**config.mk**
```make
export PLATFORM = sky130hd
export DESIGN_NAME = hwmc_ctrl
export DESIGN_NICKNAME = d
export VERILOG_FILES = /design/src/sv/hwmc_pkg.sv /design/src/sv/hwmc_ctrl.sv
export SDC_FILE = /design/constraint.sdc
export NUM_CORES = 1
export LEC_CHECK = 0
export BUFFER_PORTS_ARGS = -buffer_cell sky130_fd_sc_hd__buf_2
export CORE_AREA = 4 4 41 43
export CTS_BUF_LIST = sky130_fd_sc_hd__clkbuf_8
export DETAILED_ROUTE_END_ITERATION = 10
export DIE_AREA = 0 0 45 47
export SYNTH_ARGS = -nofsm -noshare
export SYNTH_HDL_FRONTEND = slang
export SYNTH_SLANG_ARGS = --single-unit
```
**constraint.sdc**
```tcl
create_clock -name i_clk -period 1.14 [get_ports i_clk]
set_input_delay 0.228 -clock i_clk [delete_from_list [all_inputs] [get_ports i_clk]]
set_output_delay 0.228 -clock i_clk [all_outputs]
set_load 0.02 [all_outputs]
```
**src/sv/hwmc_pkg.sv**
```systemverilog
// ----------------------------------------------------------------------------
// hwmc_pkg
// Shared types and constants for the way migration counter unit.
// ----------------------------------------------------------------------------
package hwmc_pkg;

    // Width of one access counter.
    localparam int CNT_W = 8;

    // Width of the set and way fields on the ports.
    localparam int SET_W  = 10;
    localparam int WAY_W  = 4;
    localparam int FAST_W = 2;

    // Configuration port geometry.
    localparam int PADDR_W = 3;
    localparam int PDATA_W = 32;

    // Register indexes, taken from the word address.
    localparam logic REG_THRESHOLD = 1'b0;

    // Reset value of the migration threshold.
    localparam logic [CNT_W-1:0] THRESHOLD_RST = 8'd3;

    // Commands from the controller to the datapath.
    typedef struct packed {
        logic clear;   // write one zero row of the clearing pass
        logic load;    // capture a new item and start its row read
        logic update;  // modify the row, write it back, drive the result
    } t_cmd;

    // Status from the datapath to the controller.
    typedef struct packed {
        logic clr_last;  // the clearing pass is at its last row
    } t_status;

endpackage

```
**src/sv/hwmc_ctrl.sv**
```systemverilog
// ----------------------------------------------------------------------------
// hwmc_ctrl
// Controller: clearing pass after reset, then one item at a time.
// ----------------------------------------------------------------------------
module hwmc_ctrl (
    input  logic              i_clk,
    input  logic              i_rst_n,
    input  logic              i_start,
    input  hwmc_pkg::t_status i_status,
    output hwmc_pkg::t_cmd    o_cmd,
    output logic              o_busy
);

    import hwmc_pkg::*;

    typedef enum logic [1:0] {
        S_CLR,
        S_IDLE,
        S_UPD
    } t_state;

    t_state r_state, n_state;
    logic   r_busy;

    // Next state.
    always_comb begin
        n_state = r_state;
        unique case (r_state)
            S_CLR: begin
                if (i_status.clr_last) begin
                    n_state = S_IDLE;
                end
            end
            S_IDLE: begin
                if (i_start) begin
                    n_state = S_UPD;
                end
            end
            S_UPD: begin
                n_state = S_IDLE;
            end
            default: begin
                n_state = S_CLR;
            end
        endcase
    end

    // State and the registered busy flag.
    always_ff @(posedge i_clk) begin
        if (!i_rst_n) begin
            r_state <= S_CLR;
            r_busy  <= 1'b1;
        end else begin
            r_state <= n_state;
            r_busy  <= (n_state != S_IDLE);
        end
    end

    // Commands to the datapath.
    always_comb begin
        o_cmd.clear  = (r_state == S_CLR);
        o_cmd.load   = (r_state == S_IDLE) && i_start;
        o_cmd.update = (r_state == S_UPD);
    end

    assign o_busy = r_busy;

    // An item is only ever updated in the cycle right after it was loaded.
    a_upd_after_load: assert property (@(posedge i_clk) disable iff (!i_rst_n)
        o_cmd.update |-> $past(o_cmd.load))
        else $error("update without a preceding load");

    // The clearing pass is over before the first item is taken.
    a_no_load_in_clear: assert property (@(posedge i_clk) disable iff (!i_rst_n)
        o_cmd.load |-> !o_cmd.clear)
        else $error("item loaded during the clearing pass");

    // Busy drops only when the controller has gone back to idle.
    a_busy_idle: assert property (@(posedge i_clk) disable iff (!i_rst_n)
        !o_busy |-> (r_state == S_IDLE))
        else $error("busy low outside idle");

endmodule

```
== After elaboration in Yosys (flattened, before gate mapping) ==
Cells that the tools add are included.

* Shift operators: 0
* Reduce and logical (&&, ||, !) cells: 2
* Multiplexer cells: 3
* Bitwise gates (word level): 0
* Div/mod/pow operators: 0
* Equality and inequality tests: 3
* Order comparisons: 0
* Add/subtract/negate cells: 0
* $mul: 0

{| class="wikitable"
|+ Operators with widths
! cell !! number
|-
| one-hot mux 2 bit (3 select lines) || 1
|-
| 2-to-1 mux 2 bit || 2
|-
| == test 2 x 1 -> 1 bit (second input constant) || 1
|-
| == test 2 bit (second input constant) || 1
|-
| logical NOT 2 bit || 1
|-
| != test 2 x 1 -> 1 bit (second input constant) || 1
|-
| logical AND 1 bit || 1
|}

* Memories kept: 0
* Word-level logic and storage cells: 10
* Register bits: 3
* Bits of input ports: 4
* RAM bits: 0
* ROM bits: 0
* Latch bits: 0
* Output and inout bits: 4

== Depth between registers and ports, before layout ==
Gate-level depths: netlist of the first run.

* Depth in word-level cells: 3
* Depth in mapped cells: 2
* Depth with buffers taken out: 2

== Worst setup path after synthesis of the first run ==
Ideal clock, no wire load.

* Path type: reg2reg
* Start point: register r_state[1]
* End point: register r_state[1]
* Path buffers: 0
* Cell stages (with the launch flop): 3
* Path slack: 0.252 ns
* Setup time: 0.115 ns
* Arrival time: 0.774 ns
* Clock period less this slack: 0.888 ns
* Required time: 1.025 ns
* Cell sequence: dfxtp_1 > and3b_1 > and2_1

* Longest elaborated chain between the ends: 2
* Elaborated cells on any way between the ends: 6
* Classes of those cells: eq/ne: 2; mux: 3; reduce/logical: 1

{| class="wikitable"
|+ Ends and longest elaborated chain
! element !! RTL line !! RTL
|-
| from (decl) || hwmc_ctrl.sv:22 || <nowiki>t_state r_state, n_state;</nowiki>
|-
| from (signal assigned) || hwmc_ctrl.sv:54 || <nowiki>r_state <= n_state;</nowiki>
|-
| == test 2 bit, or another cell as far along || hwmc_ctrl.sv:28 || <nowiki>unique case (r_state)</nowiki>
|-
| one-hot mux 2 bit (3 select lines) (*) || hwmc_ctrl.sv:28 ||
|}

Every way passes the cells marked *; elsewhere a longest branch is shown, timed or not.
A chain may end at the register's enable or synchronous reset.

==> metrics.md, run 1 <==
| Metric | Value |
|---|---|
| Synth Cell Area | 117.6 um2 |
| Vert. Die Dim | 47 um |
| First-pass GRT wire length | 441 um |
| Antenna Violating Nets Remaining | 0 |
| Fin util | 17.88% |
| Worst R2R End | r_state[1] |
| Endpoints failing hold | 0 |
| CP Data Arrival Time | 0.90 ns |
| CP Data Required Time | 0.91 ns |
| Pin count of the biggest net entering global routing | 6 |
| Pwr/cell area | 1989 nW/um2 |
| Hold Path Class | in2reg |
| # setup viols final | 0 |
| Synthesized area per cell | 10.69 um2 |
| CP cell instances | and3b_2, buf_6 |
| Cell Area, Placed | 171.4 um2 |
| Post-synthesis cell type count | 9 |
| Sequential area share after synthesis | 51.06% |
| Ys Warns | 0 |
| CP max stage delay | 0.34 ns |
| RSZ-0062 raised after global routing | yes |
| Max Cap Viol | 0 |
| CP max stage cell | dfxtp_2 |
| Cts bufs inserted | 3 |
| Critical path class | reg2out |
| Starting Density | 9.038% |
| Share of layout cells above drive strength 1 | 68.18% |
| Critical path peak fanout | 5 |
| Drt drc | 0 |
| Yosys reg bits | 3 |
| # nets final | 27 |
| Hold Path End | o_busy |
| Drt first pass iters | 1 |
| Via density | 2.811 |
| Longest Clk Path Bufs | 2 |
| I/O Pins | 8 |
| Multi-input gate area | 58.81 um2 |
| Period Utilization, post-route | 99.01% |
| Placement Setup Slack | 0.1919 ns |
| Gpl congestion | 0.6651 |
| Net Count, Synth | 15 |
| Clock Tree Root | clkbuf_8 |
| VDD IR max | 0.2497 mV |
| Hold path startpoint | i_rst_n |
| Chip width | 45 um |
| Leakage Power | 0.1059 nW |
| Core area | 1301 um2 |
| Top cells by area, synth | dfxtp_1, o21ba_2, and2b_2, and3b_1, nor3b_1 |
| Vias | 104 |
| Remaining global-route overflow | 0 |
| Rows | 13 |
| CTS H-Tree Depth | 1 |
| Async S/R FF share, synth | 0% |
| GRT Overall Usage | 3.710% |
| Post-CTS Setup Bufs | 0 |
| Post-synth EDFFs | 0 |
| Clock latency on the worst-skew pair | 0.21 ns |
| Mapped Cells | 11 |
| Die Area | 2115 um2 |
| Register Area | 62.56 um2 |
| Initial antenna violation count | 0 |
| Crit path time final | 1.129 ns |
| Number of global-route vias before repair | 119 |
| Crit. End Element | output pin |
| Post-route setup slack | 0.01128 ns |
| R2r setup slk | 0.31 ns |
| Leading area contributor after synthesis | dfxtp_1 |
| Slew headroom | 85.68% |
| Total wire length | 271 um |
| CTS tree | done |
| Hold Path Stages | 2 |
| DRT iter0 DRCs | 0 |
| Status | complete, no violations |
| Port buffer count | 7 |
| Top-count cell post-synth | dfxtp_1 |
| Synth top area share | 51.06% |
| Slew @ Worst Pin | 0.2144 ns |
| Reg2reg path depth | 2 |
| CTS Hold Bufs | 0 |
| Fin area | 232.7 um2 |
| Area grow syn2layout | 97.87% |
| Num Clock Sinks | 3 |
| # fillers | 152 |
| Routed WL per cell | 7.324 um |
| Fin. max-slew vios | 0 |
| Critical path launch point type | register |
| Fmax | 886.0 MHz |
| Diodes inserted | 0 |
| Clk_skew | 0.001239 ns |
| Worst R2R Start | r_state[1] |
| Clock-pin slew on the worst setup and hold paths | 0.03 ns |
| Top_reg_cell synth | dfxtp_1 |
| Fin Setup TNS | 0 ns |
-- logic make-up after synthesis --
logic type	after synthesis	share of synthesized area, %
AOI/OAI and AO/OA	3	19.15
DFF	3	51.07
and+or+nand+nor	5	29.79
-- per-stage QoR --
step | hold WS, ns | cells | total power, mW
after global placement | 0.4438 | 33 | 0.1625
after CTS | 0.2163 | 37 | 0.4700
after global routing | 0.2454 | 37 | 0.4890
after detailed placement | 0.4383 | 33 | 0.1629
after floorplan | 0.3042 | 11 | 0.1458
final | 0.2181 | 37 | 0.4628
-- repair_timing --
item                       in CTS  in global routing
setup endpoints to repair       2                  2
hold endpoints to repair        0                  0
pin swaps                       0                  0
resized for setup               3                  4
-- layout by cell type, fill, tap and decap left out --
cell and n:
inv_1 1, dfxtp_1 1, o21ba_2 1, nor3b_1 1, o21ai_0 1, buf_6 2, and2b_2 1, nor2_1 1
and2_1 1, buf_2 5, dfxtp_2 2, o21a_1 1, clkbuf_8 3, and3b_2 1
-- critical path, delay by kind of cell (launching register included) --
family                 cells  cell delay, ns
buffers and inverters      1            0.13
flip-flops                 1            0.34
AND/OR/NAND/NOR            1            0.22
-- worst max-delay path by stage --
stage,startpoint,to
3_3_place_gp,r_state[0],o_cmd[0]
2_1_floorplan,r_state[1],r_state[1]
3_5_place_dp,r_state[1],o_cmd[1]
6_report,r_state[1],o_cmd[1]
4_1_cts,r_state[0],o_cmd[0]
5_1_grt,r_state[0],o_cmd[0]
-- power breakdown --
| group | total, mW | internal (mW) | switching (mW) | leakage [nW] |
|---|---|---|---|---|
| logic | 0.0480 | 0.0247 | 0.0234 | 0.0534 |
| registers | 0.118 | 0.114 | 0.00405 | 0.0255 |
| clock network | 0.297 | 0.229 | 0.0679 | 0.0269 |
-- registers in the layout, indices dropped and copies added, names as in the netlist --
signal	cells
o_busy	1
r_state	2
-- final cells by class --
type	instances	area share, %
well taps	15	8.065
flip-flops and latches	3	26.88
multi-input cells	8	25.27
clock buffers	3	17.74
clock inverters	1	1.613
repair buffers	7	20.43
-- layer usage --
metal | vias up | GRT usage (%) | wire [um]
met5 | - | 0 | 0
met3 | 0 | 3.831 | 72
met4 | 0 | 5.263 | 0
met1 | 38 | 2.948 | 94
li1 | 59 | - | -
met2 | 7 | 4.237 | 104
(Power assumes the default switching activity.)
==> inputs of run 2 (changes only) <==
--- a/config.mk
+++ b/config.mk
@@ -5,11 +5,12 @@
 export SDC_FILE = /design/constraint.sdc
 export NUM_CORES = 1
 export LEC_CHECK = 0
-export BUFFER_PORTS_ARGS = -buffer_cell sky130_fd_sc_hd__buf_2
 export CORE_AREA = 4 4 41 43
 export CTS_BUF_LIST = sky130_fd_sc_hd__clkbuf_8
 export DETAILED_ROUTE_END_ITERATION = 10
 export DIE_AREA = 0 0 45 47
+export DONT_BUFFER_PORTS = 1
+export PLACE_DENSITY_LB_ADDON = 0.08
 export SYNTH_ARGS = -nofsm -noshare
 export SYNTH_HDL_FRONTEND = slang
 export SYNTH_SLANG_ARGS = --single-unit
==> metrics.md, run 2 (same netlist as run 1, synthesis figures left out) <==
| Metric | Value |
|---|---|
| Status | complete, no violations |
| CTS tree | done |
| Switching power | 91.11 uW |
| Chip width | 45 um |
| Period Utilization, post-route | 96.26% |
| Max Cap Viol | 0 |
| Clk_skew | 0.0001951 ns |
| CTS Hold Bufs | 0 |
| Max reg flops | 2 |
| Top cell family by delay on the critical path | flip-flops |
| Sw Ratio | 20.44% |
| Routed WL per cell | 10.27 um |
| Area grow syn2layout | 58.51% |
| Finished Layout Cells | 30 |
| Remaining global-route overflow | 0 |
| Number of global-route vias before repair | 114 |
| Critical path peak fanout | 5 |
| # nets final | 20 |
| Num Clock Sinks | 3 |
| Critical path class | reg2out |
| Most flops, register | r_state |
| Clock latency on the worst-skew pair | 0.21 ns |
| DRT iter0 DRCs | 0 |
| Core area | 1301 um2 |
| Port buffer count | 0 |
| Worst R2R End | o_busy |
| Pwr/cell area | 2390 nW/um2 |
| VDD IR max | 0.5424 mV |
| Part of the power in combinational logic | 6.1% |
| Fin Hold WS | 0.1030 ns |
| CTS H-Tree Depth | 1 |
| Diodes inserted | 0 |
| Rows | 13 |
| Vias | 98 |
| Cts bufs inserted | 3 |
| Most frequent cells in the layout | clkbuf_8, dfxtp_1 |
| Endpoints failing hold | 0 |
| DP Cell Count | 26 |
| Slew @ Worst Pin | 0.2716 ns |
| Hold Path Stages | 1 |
| Drt first pass iters | 1 |
| I/O Pins | 8 |
| Clock-pin slew on the worst setup and hold paths | 0.03 ns |
| Clock Tree Root | clkbuf_8 |
| Hold path startpoint | i_rst_n |
| Die Area | 2115 um2 |
| Share of layout cells above drive strength 1 | 53.33% |
| RSZ-0062 raised after global routing | yes |
| CP max stage cell | dfxtp_1 |
| Vert. Die Dim | 47 um |
| Worst R2R Start | r_state[0] |
| Placement Setup Slack | 0.1776 ns |
| CP max stage delay | 0.37 ns |
| Starting Density | 9.038% |
| Pin count of the biggest net entering global routing | 6 |
| Drt drc | 0 |
| CP cell instances | and3b_2 |
| Fmax | 911.3 MHz |
| CP Data Arrival Time | 0.87 ns |
| Crit path time final | 1.097 ns |
| Longest Clk Path Bufs | 2 |
| Leakage Power | 0.07584 nW |
| Hold Path Class | in2reg |
| Slew headroom | 81.86% |
| Fin. max-slew vios | 0 |
| Initial antenna violation count | 0 |
| R2r setup slk | 0.22 ns |
| Total wire length | 308 um |
| Commonest non-fill, non-tap cell in the layout | clkbuf_8 |
| Reg2reg path depth | 2 |
| Gpl congestion | 0.5641 |
| CP Data Required Time | 0.91 ns |
| Via density | 3.267 |
| # setup viols final | 0 |
| Clock group share of total power | 66.3% |
| Critical path launch point type | register |
| Post-route setup slack | 0.04268 ns |
| DP HPWL | 249.8 um |
| Crit. End Element | output pin |
| Seq pwr share | 27.6% |
| Hold Path End | o_busy |
| Cell internal pwr | 354.5 uW |
| First-pass GRT wire length | 517 um |
| Antenna Violating Nets Remaining | 0 |
| Critical path buffer and inverter count | 0 |
| GRT Overall Usage | 3.783% |
-- run 2: changes by cell type in the layout (fill, tap and decap cells not counted), sizes merged --
cell / previous run / this run
buf: 7 / 0
-- run 2: metrics by stage --
step	power [mW]	setup TNS (ns)	util, %	area (um2)
2_1_floorplan	0.1458	0	-	117.6
3_3_place_gp	0.1514	0	10.48	136.4
3_5_place_dp	0.1509	0	10.48	136.4
4_1_cts	0.4581	0	14.04	182.7
5_1_grt	0.4713	-0.01453	14.33	186.4
6_report	0.4456	0	14.33	186.4
-- run 2: power by group through the flow --
stage / logic (mW) / registers [mW] / clock network, mW
final: 0.0274 / 0.123 / 0.295
after global routing: 0.0300 / 0.124 / 0.317
after CTS: 0.0277 / 0.122 / 0.308
after detailed placement: 0.0270 / 0.124 / 0
after global placement: 0.0273 / 0.124 / 0
after floorplan: 0.0240 / 0.122 / 0
-- run 2: cell type report --
| type | instances | area [um2] |
|---|---|---|
| clock buffer | 3 | 41.29 |
| tap | 15 | 18.77 |
| sequential | 3 | 61.31 |
| fill | 158 | 1115 |
| multi-input combinational | 8 | 61.31 |
| clock inverter | 1 | 3.754 |
-- run 2: routing by layer --
metal | vias to the layer above | track usage, % | wire length, um
met1 | 48 | 2.709 | 94
met3 | 0 | 4.215 | 56
met2 | 4 | 5.367 | 156
met4 | 0 | 3.509 | 0
li1 | 46 | - | -
met5 | - | 0 | 0
-- run 2: repair_timing --
item	4_1_cts	5_1_grt
buffers inserted	0	0
gates resized for setup	1	2
setup endpoints to repair	1	2
-- run 2: how the worst max path moves through the flow --
stage          cells after the start  slack (ns)       start    endpoint
2_1_floorplan                      2        0.25  r_state[1]  r_state[1]
5_1_grt                            1       -0.01  r_state[0]    o_cmd[1]
3_5_place_dp                       2        0.18  r_state[1]  r_state[1]
3_3_place_gp                       2        0.17  r_state[1]  r_state[1]
4_1_cts                            1        0.03  r_state[0]    o_cmd[2]
6_report                           1        0.04  r_state[0]    o_cmd[1]
